$ cat src/hw/rtl/stl_pkg.sv
// ----------------------------------------------------------------------------
// stl_pkg: shared types and constants of the scene text lexer
// The package holds the word formats of both channels, the plan word that
// passes from the front to the back, and the character constants.
// ----------------------------------------------------------------------------
package stl_pkg;

  localparam int CNT_W = 10;
  localparam logic [CNT_W-1:0] TOKEN_LIMIT = 10'd512;

  localparam int QUEUE_DEPTH = 4;
  localparam int QPTR_W = $clog2(QUEUE_DEPTH);
  localparam int QCNT_W = QPTR_W + 1;

  localparam logic [7:0] CH_NUL     = 8'h00;
  localparam logic [7:0] CH_TAB     = 8'h09;
  localparam logic [7:0] CH_NEWLINE = 8'h0A;
  localparam logic [7:0] CH_SPACE   = 8'h20;
  localparam logic [7:0] CH_QUOTE   = 8'h22;
  localparam logic [7:0] CH_HASH    = 8'h23;
  localparam logic [7:0] CH_APOS    = 8'h27;

  typedef enum logic [1:0] {
    KIND_CHAR = 2'd0,
    KIND_END  = 2'd1,
    KIND_EOF  = 2'd2
  } kind_t;

  typedef struct packed {
    logic [7:0] char_code;
    logic       at_eof;
  } item_t;

  typedef struct packed {
    kind_t      kind;
    logic [7:0] tok_char;
    logic       last;
  } result_t;

  // One result slot of a plan.
  typedef struct packed {
    kind_t      kind;
    logic [7:0] ch;
  } slot_t;

  // All results caused by one input word; n is between one and three.
  typedef struct packed {
    logic [1:0]      n;
    slot_t [2:0]     slot;
  } plan_t;

  function automatic logic is_delim(input logic [7:0] c);
    return (c == 8'h3B) || (c == 8'h3D) || (c == 8'h5B) || (c == 8'h5D) ||
           (c == 8'h7B) || (c == 8'h7D) || (c == 8'h3C) || (c == 8'h3E) ||
           (c == 8'h5E) || (c == 8'h3A);
  endfunction

  function automatic logic is_blank(input logic [7:0] c);
    return (c == CH_SPACE) || (c == CH_TAB) || (c == CH_NEWLINE);
  endfunction

endpackage

$ cat src/hw/rtl/scene_text_lexer.sv
// ----------------------------------------------------------------------------
// scene_text_lexer: byte-serial lexer for scene description text
// Takes one text byte per word and gives token characters, end-of-token
// marks and the end-of-file token.
// ----------------------------------------------------------------------------
// A word's plan is pushed into the plan queue, and the result sequencer moves
// its results from there into the output register.
// Throughput: one input word per cycle while the plan queue is not full; the
// result sequencer gives one result per cycle unless the output stalls, so a
// word with two or three results holds it longer and the four-entry plan queue absorbs the difference.
// Reset: mode normal, token count zero, plan queue and output register empty.
module scene_text_lexer (
  input  logic             clk,
  input  logic             rst,
  input  logic             item_valid,
  output logic             item_stall,
  input  stl_pkg::item_t   item,
  output logic             result_valid,
  input  logic             result_stall,
  output stl_pkg::result_t result
);
  import stl_pkg::*;

  logic  accept;
  logic  push;
  logic  pop;
  logic  q_empty;
  logic  q_full;
  plan_t plan;
  plan_t head;

  assign item_stall = q_full;
  assign accept     = item_valid && !item_stall;

  stl_front u_front (
    .clk    (clk),
    .rst    (rst),
    .accept (accept),
    .item   (item),
    .push   (push),
    .plan   (plan)
  );

  stl_queue u_queue (
    .clk       (clk),
    .rst       (rst),
    .push      (push),
    .push_plan (plan),
    .pop       (pop),
    .head      (head),
    .empty     (q_empty),
    .full      (q_full)
  );

  stl_back u_back (
    .clk          (clk),
    .rst          (rst),
    .head         (head),
    .empty        (q_empty),
    .pop          (pop),
    .result_valid (result_valid),
    .result_stall (result_stall),
    .result       (result)
  );

  a_no_push_when_full: assert property (@(posedge clk) disable iff (rst)
    q_full |-> !push)
    else $error("plan pushed into a full queue");

  a_no_pop_when_empty: assert property (@(posedge clk) disable iff (rst)
    q_empty |-> !pop)
    else $error("plan popped from an empty queue");

  a_eof_is_last: assert property (@(posedge clk) disable iff (rst)
    (result_valid && (result.kind == KIND_EOF)) |-> result.last)
    else $error("end-of-file token not marked last");

  a_marks_carry_no_char: assert property (@(posedge clk) disable iff (rst)
    (result_valid && (result.kind != KIND_CHAR)) |-> (result.tok_char == 8'h00))
    else $error("end mark carries a character");

  a_reset_clears_output: assert property (@(posedge clk)
    (!rst && $past(rst)) |-> !result_valid)
    else $error("result valid right after reset");

endmodule

$ cat src/hw/rtl/stl_front.sv
// ----------------------------------------------------------------------------
// stl_front: classifier of the scene text lexer
// Holds the lexer mode and the character count of the pending token, and
// turns each accepted input word into a plan of up to three results.
// ----------------------------------------------------------------------------
module stl_front (
  input  logic           clk,
  input  logic           rst,
  input  logic           accept,
  input  stl_pkg::item_t item,
  output logic           push,
  output stl_pkg::plan_t plan
);
  import stl_pkg::*;

  typedef enum logic [2:0] {
    MODE_NORMAL  = 3'b001,
    MODE_COMMENT = 3'b010,
    MODE_STRING  = 3'b100
  } mode_t;

  mode_t            mode, mode_next;
  logic [CNT_W-1:0] count, count_next;
  logic [CNT_W-1:0] count_inc;
  logic             pending;
  logic             hit;
  logic             do_emit;
  logic [7:0]       emit_ch;
  logic [7:0]       c;

  assign c         = item.char_code;
  assign count_inc = count + CNT_W'(1);
  assign hit       = count_inc >= TOKEN_LIMIT;
  assign pending   = count != '0;

  always_comb begin
    plan       = '0;
    mode_next  = mode;
    count_next = count;
    do_emit    = 1'b0;
    emit_ch    = c;
    priority if (item.at_eof) begin
      mode_next  = MODE_NORMAL;
      count_next = '0;
      if (pending) begin
        plan.slot[0] = '{kind: KIND_END, ch: 8'h00};
        plan.slot[1] = '{kind: KIND_EOF, ch: 8'h00};
        plan.n       = 2'd2;
      end else begin
        plan.slot[0] = '{kind: KIND_EOF, ch: 8'h00};
        plan.n       = 2'd1;
      end
    end else if (c == CH_NUL) begin
      // NUL bytes are dropped in every mode.
    end else if (mode == MODE_COMMENT) begin
      if (c == CH_NEWLINE) begin
        mode_next = MODE_NORMAL;
        if (pending) begin
          plan.slot[0] = '{kind: KIND_END, ch: 8'h00};
          plan.n       = 2'd1;
          count_next   = '0;
        end
      end
    end else if (mode == MODE_STRING) begin
      if (c == CH_QUOTE) begin
        plan.slot[0] = '{kind: KIND_END, ch: 8'h00};
        plan.n       = 2'd1;
        count_next   = '0;
        mode_next    = MODE_NORMAL;
      end else begin
        do_emit = 1'b1;
      end
    end else if (is_blank(c)) begin
      if (pending) begin
        plan.slot[0] = '{kind: KIND_END, ch: 8'h00};
        plan.n       = 2'd1;
        count_next   = '0;
      end
    end else if (c == CH_HASH) begin
      mode_next = MODE_COMMENT;
    end else if (c == CH_QUOTE) begin
      mode_next = MODE_STRING;
      do_emit   = 1'b1;
      emit_ch   = CH_APOS;
    end else if (is_delim(c)) begin
      // A pending token is closed first, then the delimiter is its own token.
      count_next = '0;
      mode_next  = MODE_NORMAL;
      if (pending) begin
        plan.slot[0] = '{kind: KIND_END, ch: 8'h00};
        plan.slot[1] = '{kind: KIND_CHAR, ch: c};
        plan.slot[2] = '{kind: KIND_END, ch: 8'h00};
        plan.n       = 2'd3;
      end else begin
        plan.slot[0] = '{kind: KIND_CHAR, ch: c};
        plan.slot[1] = '{kind: KIND_END, ch: 8'h00};
        plan.n       = 2'd2;
      end
    end else begin
      do_emit = 1'b1;
    end

    // A character that fills the token to the limit closes it at once.
    if (do_emit) begin
      plan.slot[0] = '{kind: KIND_CHAR, ch: emit_ch};
      if (hit) begin
        plan.slot[1] = '{kind: KIND_END, ch: 8'h00};
        plan.n       = 2'd2;
        count_next   = '0;
        mode_next    = MODE_NORMAL;
      end else begin
        plan.n     = 2'd1;
        count_next = count_inc;
      end
    end
  end

  assign push = accept && (plan.n != 2'd0);

  always_ff @(posedge clk) begin
    if (rst) begin
      mode  <= MODE_NORMAL;
      count <= '0;
    end else if (accept) begin
      mode  <= mode_next;
      count <= count_next;
    end
  end

endmodule

$ cat src/hw/rtl/stl_queue.sv
// ----------------------------------------------------------------------------
// stl_queue: plan queue of the scene text lexer
// A short first-in first-out queue of plans that decouples the classifier
// from the result sequencer.
// ----------------------------------------------------------------------------
module stl_queue (
  input  logic           clk,
  input  logic           rst,
  input  logic           push,
  input  stl_pkg::plan_t push_plan,
  input  logic           pop,
  output stl_pkg::plan_t head,
  output logic           empty,
  output logic           full
);
  import stl_pkg::*;

  plan_t             entry [QUEUE_DEPTH];
  logic [QPTR_W-1:0] wr_ptr;
  logic [QPTR_W-1:0] rd_ptr;
  logic [QCNT_W-1:0] fill;

  assign head  = entry[rd_ptr];
  assign empty = fill == '0;
  assign full  = fill == QCNT_W'(QUEUE_DEPTH);

  always_ff @(posedge clk) begin
    if (push) begin
      entry[wr_ptr] <= push_plan;
    end
  end

  always_ff @(posedge clk) begin
    if (rst) begin
      wr_ptr <= '0;
      rd_ptr <= '0;
      fill   <= '0;
    end else begin
      if (push) begin
        wr_ptr <= wr_ptr + QPTR_W'(1);
      end
      if (pop) begin
        rd_ptr <= rd_ptr + QPTR_W'(1);
      end
      unique case ({push, pop})
        2'b10:   fill <= fill + QCNT_W'(1);
        2'b01:   fill <= fill - QCNT_W'(1);
        default: fill <= fill;
      endcase
    end
  end

endmodule

$ cat src/hw/rtl/stl_back.sv
// ----------------------------------------------------------------------------
// stl_back: result sequencer of the scene text lexer
// Walks the slots of the plan at the head of the queue, one result word per
// cycle while the output is not stalled, into the output register.
// ----------------------------------------------------------------------------
module stl_back (
  input  logic             clk,
  input  logic             rst,
  input  stl_pkg::plan_t   head,
  input  logic             empty,
  output logic             pop,
  output logic             result_valid,
  input  logic             result_stall,
  output stl_pkg::result_t result
);
  import stl_pkg::*;

  logic [1:0] idx;
  logic       load;
  logic       last;
  slot_t      cur;

  always_comb begin
    unique case (idx)
      2'd0:    cur = head.slot[0];
      2'd1:    cur = head.slot[1];
      default: cur = head.slot[2];
    endcase
  end

  assign last = idx == (head.n - 2'd1);
  assign load = !result_valid || !result_stall;
  assign pop  = load && !empty && last;

  always_ff @(posedge clk) begin
    if (load) begin
      result.kind     <= cur.kind;
      result.tok_char <= cur.ch;
      result.last     <= last;
    end
  end

  always_ff @(posedge clk) begin
    if (rst) begin
      result_valid <= 1'b0;
      idx          <= '0;
    end else if (load) begin
      result_valid <= !empty;
      if (!empty) begin
        idx <= last ? 2'd0 : idx + 2'd1;
      end
    end
  end

endmodule
$ cat config.mk
export PLATFORM = sky130hd
export DESIGN_NAME = scene_text_lexer
export DESIGN_NICKNAME = d
export VERILOG_FILES = /design/src/hw/rtl/stl_pkg.sv /design/src/hw/rtl/scene_text_lexer.sv /design/src/hw/rtl/stl_front.sv /design/src/hw/rtl/stl_queue.sv /design/src/hw/rtl/stl_back.sv
export SDC_FILE = /design/constraint.sdc
export NUM_CORES = 1
export LEC_CHECK = 0
export BUFFER_PORTS_ARGS = -buffer_cell sky130_fd_sc_hd__buf_4
export CAP_MARGIN = 15
export CORE_MARGIN = 2
export CORE_UTILIZATION = 45
export DETAILED_ROUTE_END_ITERATION = 7
export GPL_ROUTABILITY_DRIVEN = 0
export PLACE_DENSITY = 0.73
export SKIP_CTS_REPAIR_TIMING = 1
export SYNTH_ARGS = -nofsm -noshare
export SYNTH_HDL_FRONTEND = slang
export SYNTH_SLANG_ARGS = --single-unit
$ cat constraint.sdc
create_clock -name clk -period 4.4 [get_ports clk]
set_input_delay 0 -clock clk [delete_from_list [all_inputs] [get_ports clk]]
set_output_delay 0 -clock clk [all_outputs]
set_load 0.005 [all_outputs]
### Word-level counts from Yosys, hierarchy flattened

Memories as Yosys holds them, arrays and structs flattened. A register that Yosys moved wholly into a read port is not among the register bits.
Cells that the tools add are included.

| storage, ports and cells | value |
|---|---|
| bits in registers | 34 |
| bits in latches | 0 |
| RAM bits | 128 |
| ROM bits | 0 |
| input bits | 13 |
| output and inout bits | 13 |
| logic and storage cells | 155 |
| memories | 1 |

| cells by class | value |
|---|---|
| $add $sub $neg | 7 |
| $mul | 0 |
| divide/modulo/power cells | 0 |
| order comparisons | 1 |
| equal/unequal tests | 27 |
| shift operators | 0 |
| muxes and demuxes | 79 |
| bitwise gates (word level) | 1 |
| reductions and logical operators | 29 |

Memory list:

| name | depth | bits a word | read ports | clocked after Yosys merged registers in | write ports | line | RTL |
|---|---|---|---|---|---|---|---|
| u_queue.entry | 4 | 32 | 1 | 1 | 1 | stl_queue.sv:18 | `plan_t entry [QUEUE_DEPTH];` |

Operators with widths:

| cell | number |
|---|---|
| two-way mux 10 bit | 21 |
| two-way mux 32 bit | 4 |
| two-way mux 20 bit | 5 |
| == test 8 x 6 -> 1 bit, second input constant | 8 |
| two-way mux 8 bit | 7 |
| == test 8 x 7 -> 1 bit, second input constant | 5 |
| two-way mux 3 bit | 12 |
| two-way mux 2 bit | 11 |
| case mux 10 bit (2 select lines) | 1 |
| two-way mux 19 bit | 1 |
| two-way mux 9 bit | 2 |
| == test 8 x 4 -> 1 bit, second input constant | 2 |
| two-way mux 1 bit | 14 |
| logical OR 1 bit | 12 |
| adder 10 x 1 -> 10 bit, second input constant | 1 |
| greater-or-equal comparator 10 bit, second input constant | 1 |
| nonzero test 10 bit | 1 |
| logical NOT 8 bit | 1 |
| AND reduction 7 bit | 1 |
| adder 2 x 1 -> 2 bit, second input constant | 3 |
| == test 3 bit, second input constant | 2 |
| inequality test 6 x 2 -> 1 bit, second input constant | 1 |
| inequality test 6 x 3 -> 1 bit, second input constant | 1 |
| case mux 3 bit (2 select lines) | 1 |
| 18 further kinds | 26 |

### Logic depth before layout (Yosys ltp)

| logic depth | value |
|---|---|
| depth in word-level cells | 23 |
| gate-level depth with buffers | 14 |
| gate-level depth less buffers | 14 |

### By module

Synthesis repeated with hierarchy kept, for this count alone.

| second synthesis, totals | value |
|---|---|
| cells, all modules | 483 |
| area total of the unflattened synthesis | 7335.8 sq um |

By module, submodules not included:

| module | times used | cells an instance | area an instance (sq um) | seq. area each (sq um) |
|---|---|---|---|---|
| stl_queue | 1 | 214 | 5092.4 | 4023.9 |
| stl_front | 1 | 203 | 1554.0 | 260.2 |
| stl_back | 1 | 65 | 675.6 | 390.4 |
| scene_text_lexer | 1 | 1 | 13.8 | 0.0 |

### Least setup slack after synthesis

No wires, ideal clock.

| path | value |
|---|---|
| path kind | register -> register |
| from | reg with a tool-made name |
| to | reg u_queue.fill[2] |
| library setup time | 0.070 ns |
| data arrival time | 2.972 ns |
| data required time | 4.330 ns |
| setup slack | 1.357 ns |
| cell stages (with the launch flop) | 12 |
| clock period less this slack | 3.043 ns |
| path through | dfxtp_1 clkbuf_1 mux4_2 xnor2_1 mux2i_1 and2_1 ha_1 inv_1 fa_1 xor2_1 or3_1 a21oi_1 |

RTL lines:

| what | line | RTL |
|---|---|---|
| end signal: assignment | stl_queue.sv:46 | `2'b10: fill <= fill + QCNT_W'(1);` |
| end signal: assignment | stl_queue.sv:47 | `2'b01: fill <= fill - QCNT_W'(1);` |
| end signal: assignment | stl_queue.sv:48 | `default: fill <= fill;` |
| end: declaration | stl_queue.sv:21 | `logic [QCNT_W-1:0] fill;` |

==> results.json <==
{
  "dr.pass1.iters": 5,
  "rsz0062_at_grt": "false",
  "cts_tree": "done",
  "ir_worst_vdd_v": 0.000229,
  "grtUsageMet2_pct": 31.0,
  "synthArstFlopShare_pct": 0,
  "status": "finished clean",
  "worstPathRequired_ns": 4.75,
  "fillCellCount": 1005,
  "layout_commonest_cell": "edfxtp_1",
  "cts_buffer_depth": 2,
  "antennaDiodeCount": 0,
  "synth_xor_area_share_pct": 1.06,
  "cp_data_arrival_time_ns": 3.63,
  "cts_root_buf": "clkbuf_16",
  "synth.cell_area_um2": 5780,
  "totalWireLength_um": 11800,
  "grt_pass1_wl_um": 19300,
  "period_needed_ns": 3.28,
  "syn_inst": 413,
  "end_kind": "register",
  "total_power_mw": 3.60,
  "yosys.area_share.simple_pct": 12.8,
  "tightest_slew_ns": 0.785,
  "via_count": 3681,
  "synthAdderAreaFrac_pct": 2.29,
  "synthDistinctLibCells": 64,
  "dpl_cell_area_um2": 6170,
  "viasPerCell": 5.80,
  "final_cell_mix": "edfxtp_1 (103), buf_4 (32), nor2_1 (26)",
  "setup.worst_path.start_class": "register",
  "synth_top_family_by_area": "simple AND/OR/NAND/NOR gates",
  "fmax_mhz": 304,
  "ys_seq_elements": 128,
  "hold_class": "primary input to register",
  "clkTransAtPathRegs_ns": 0.06,
  "drive_gt1_share_pct": 20.3,
  "core_area_um2": 12600,
  "wl_per_cell_um": 18.5,
  "portBuffers": 25,
  "setup_viol": 0,
  "p_leak_nw": 2.40,
  "synth_top_area_share_pct": 53.5,
  "drtIter0Drc": 247,
  "synth_compound_area_share_pct": 10.3,
  "period_share_pct": 74.6,
  "use_met3_pct": 5.01,
  "ios": 26,
  "drtAntennaViolNets": 0,
  "clk_latency_ns": 0.42,
  "ys_warn_count": 0,
  "syn-mean-instance-area_um2": 14.0,
  "cts_buffers": 17,
  "synth_area_leaders": "edfxtp_1 (53%), mux4_2 (9.0%), dfxtp_1 (8.7%)",
  "post-place-ws_ns": 1.12,
  "grt.busiest_layer": "met2",
  "cts.sinks": 128,
  "report.final.slew_viol_count": 0,
  "finish.instance_area_um2": 6780,
  "critPathMaxFanout": 23,
  "die_h_um": 117,
  "dp_hpwl_um": 7390,
  "finish.utilization_pct": 53.9,
  "worstSetupPathType": "register to register",
  "gr-usage-met1_pct": 22.7,
  "drv_cap": 0,
  "finClkSkew_ns": 0.00732,
  "die_w_um": 117,
  "grt_max_degree": 25,
  "grt-ovfl-total": 0,
  "ys_seq_area_share_pct": 62.2,
  "power_density_nw_per_um2": 532,
  "die-area_um2": 13800,
  "first_global_vias": 3652,
  "rows": 41,
  "setup_slack_ns": 1.12,
  "syn2layout_area_growth_pct": 17.2,
  "hold_viol_final": 0,
  "final_nets": 473,
  "max_slew_margin_pct": 47.0,
  "synth_edf_count": 103,
  "antenna_found_initial": 0,
  "drc": 0,
  "setup_tns_ns": 0,
  "synth_top_area_cell": "edfxtp_1",
  "h-tree-depth": 4,
  "initial_core_util_pct": 46.0,
  "grtUsageTotal_pct": 18.3,
  "synthFlopType": "edfxtp_1",
  "synth_mux_area_share_pct": 9.13
}
metal layers:
| layer | share of wire, % | wire length, um | vias to the layer above |
|---|---|---|---|
| met2 | 52 | 6070 | 139 |
| met1 | 41 | 4870 | 1839 |
| met5 | 0 | 0 | - |
| li1 | - | - | 1687 |
| met4 | 1.5 | 173 | 0 |
| met3 | 5.6 | 660 | 16 |
path summary, 6_finish.rpt:
kind                    start             endpoint  slack [ns]  cells after the start
max                  register      u_queue.fill[2]        1.12                     11
min                   item[5]  u_queue.entry[0][4]        0.01                      2
max reg2reg          register      u_queue.fill[2]        1.12                     11
min reg2reg  u_front.count[1]     u_front.count[1]        0.52                      2
per-stage QoR:
stage	hold WS [ns]	instances
after floorplan	0.176	416
after global placement	0.355	602
after detailed placement	0.362	602
after CTS	-0.0705	634
after global routing	0.00806	635
final	0.0112	635
layout make-up:
class	count	area (um^2)	area share [%]
Clock inverter	14	166	2.46
Multi-Input combinational cell	256	2070	30.5
Tap cell	172	215	3.18
Clock buffer	18	429	6.33
Sequential cell	128	3590	53.0
Timing Repair Buffer	33	250	3.69
Inverter	14	52.6	0.775
Yosys cell counts (all sizes together), types with 4 or more instances:
cell      n
xor2      5
edfxtp  103
and3      8
nor2b     4
o21ai     5
ha        9
nand2    24
dfxtp    25
a22o     10
and2     18
nand4b    4
inv      14
nand3    20
a22oi     4
o31ai     4
nor3      9
clkbuf   11
a31oi     5
nor3b     4
buf       7
a21oi    20
mux4     23
nor2     26
power by group:
group | total (mW) | switching (mW) | internal (mW) | leakage, nW
clock | 1.40 | 0.510 | 0.887 | 0.285
combinational | 0.688 | 0.346 | 0.341 | 0.922
sequential | 1.52 | 0.0534 | 1.46 | 1.19
total | 3.60 | 0.909 | 2.69 | 2.40
worst max-delay path: stages (launching register included):
cell and delay [ns]:
dfxtp_1 0.30, buf_4 0.31, mux4_2 0.38, xnor2_1 0.22, mux2i_1 0.43, and2_1 0.24
ha_1 0.19, inv_1 0.07, fa_1 0.45, xor2_1 0.17, or3_1 0.31, a21oi_1 0.14
flip-flops by register name (all words and copies together) (netlist names), named ones only:
register / count
u_back.idx: 2
u_back.result_valid: 1
u_back.result: 11
u_queue.entry: 92
u_front.count: 10
u_queue.wr_ptr: 2
u_front.mode: 3
u_queue.rd_ptr: 2
u_queue.fill: 3
cell families (layout without fill, tap and decap cells):
logic type / Yosys count / after routing
other: 1 / 4
muxes: 24 / 24
and+or+nand+nor: 134 / 134
AOI/OAI and AO/OA: 77 / 77
DFF: 128 / 128
buffers and inverters: 32 / 79
adders and majority gates: 10 / 10
xor gates and xnor gates: 7 / 7
Note: power is estimated with default switching activity, not from simulation.
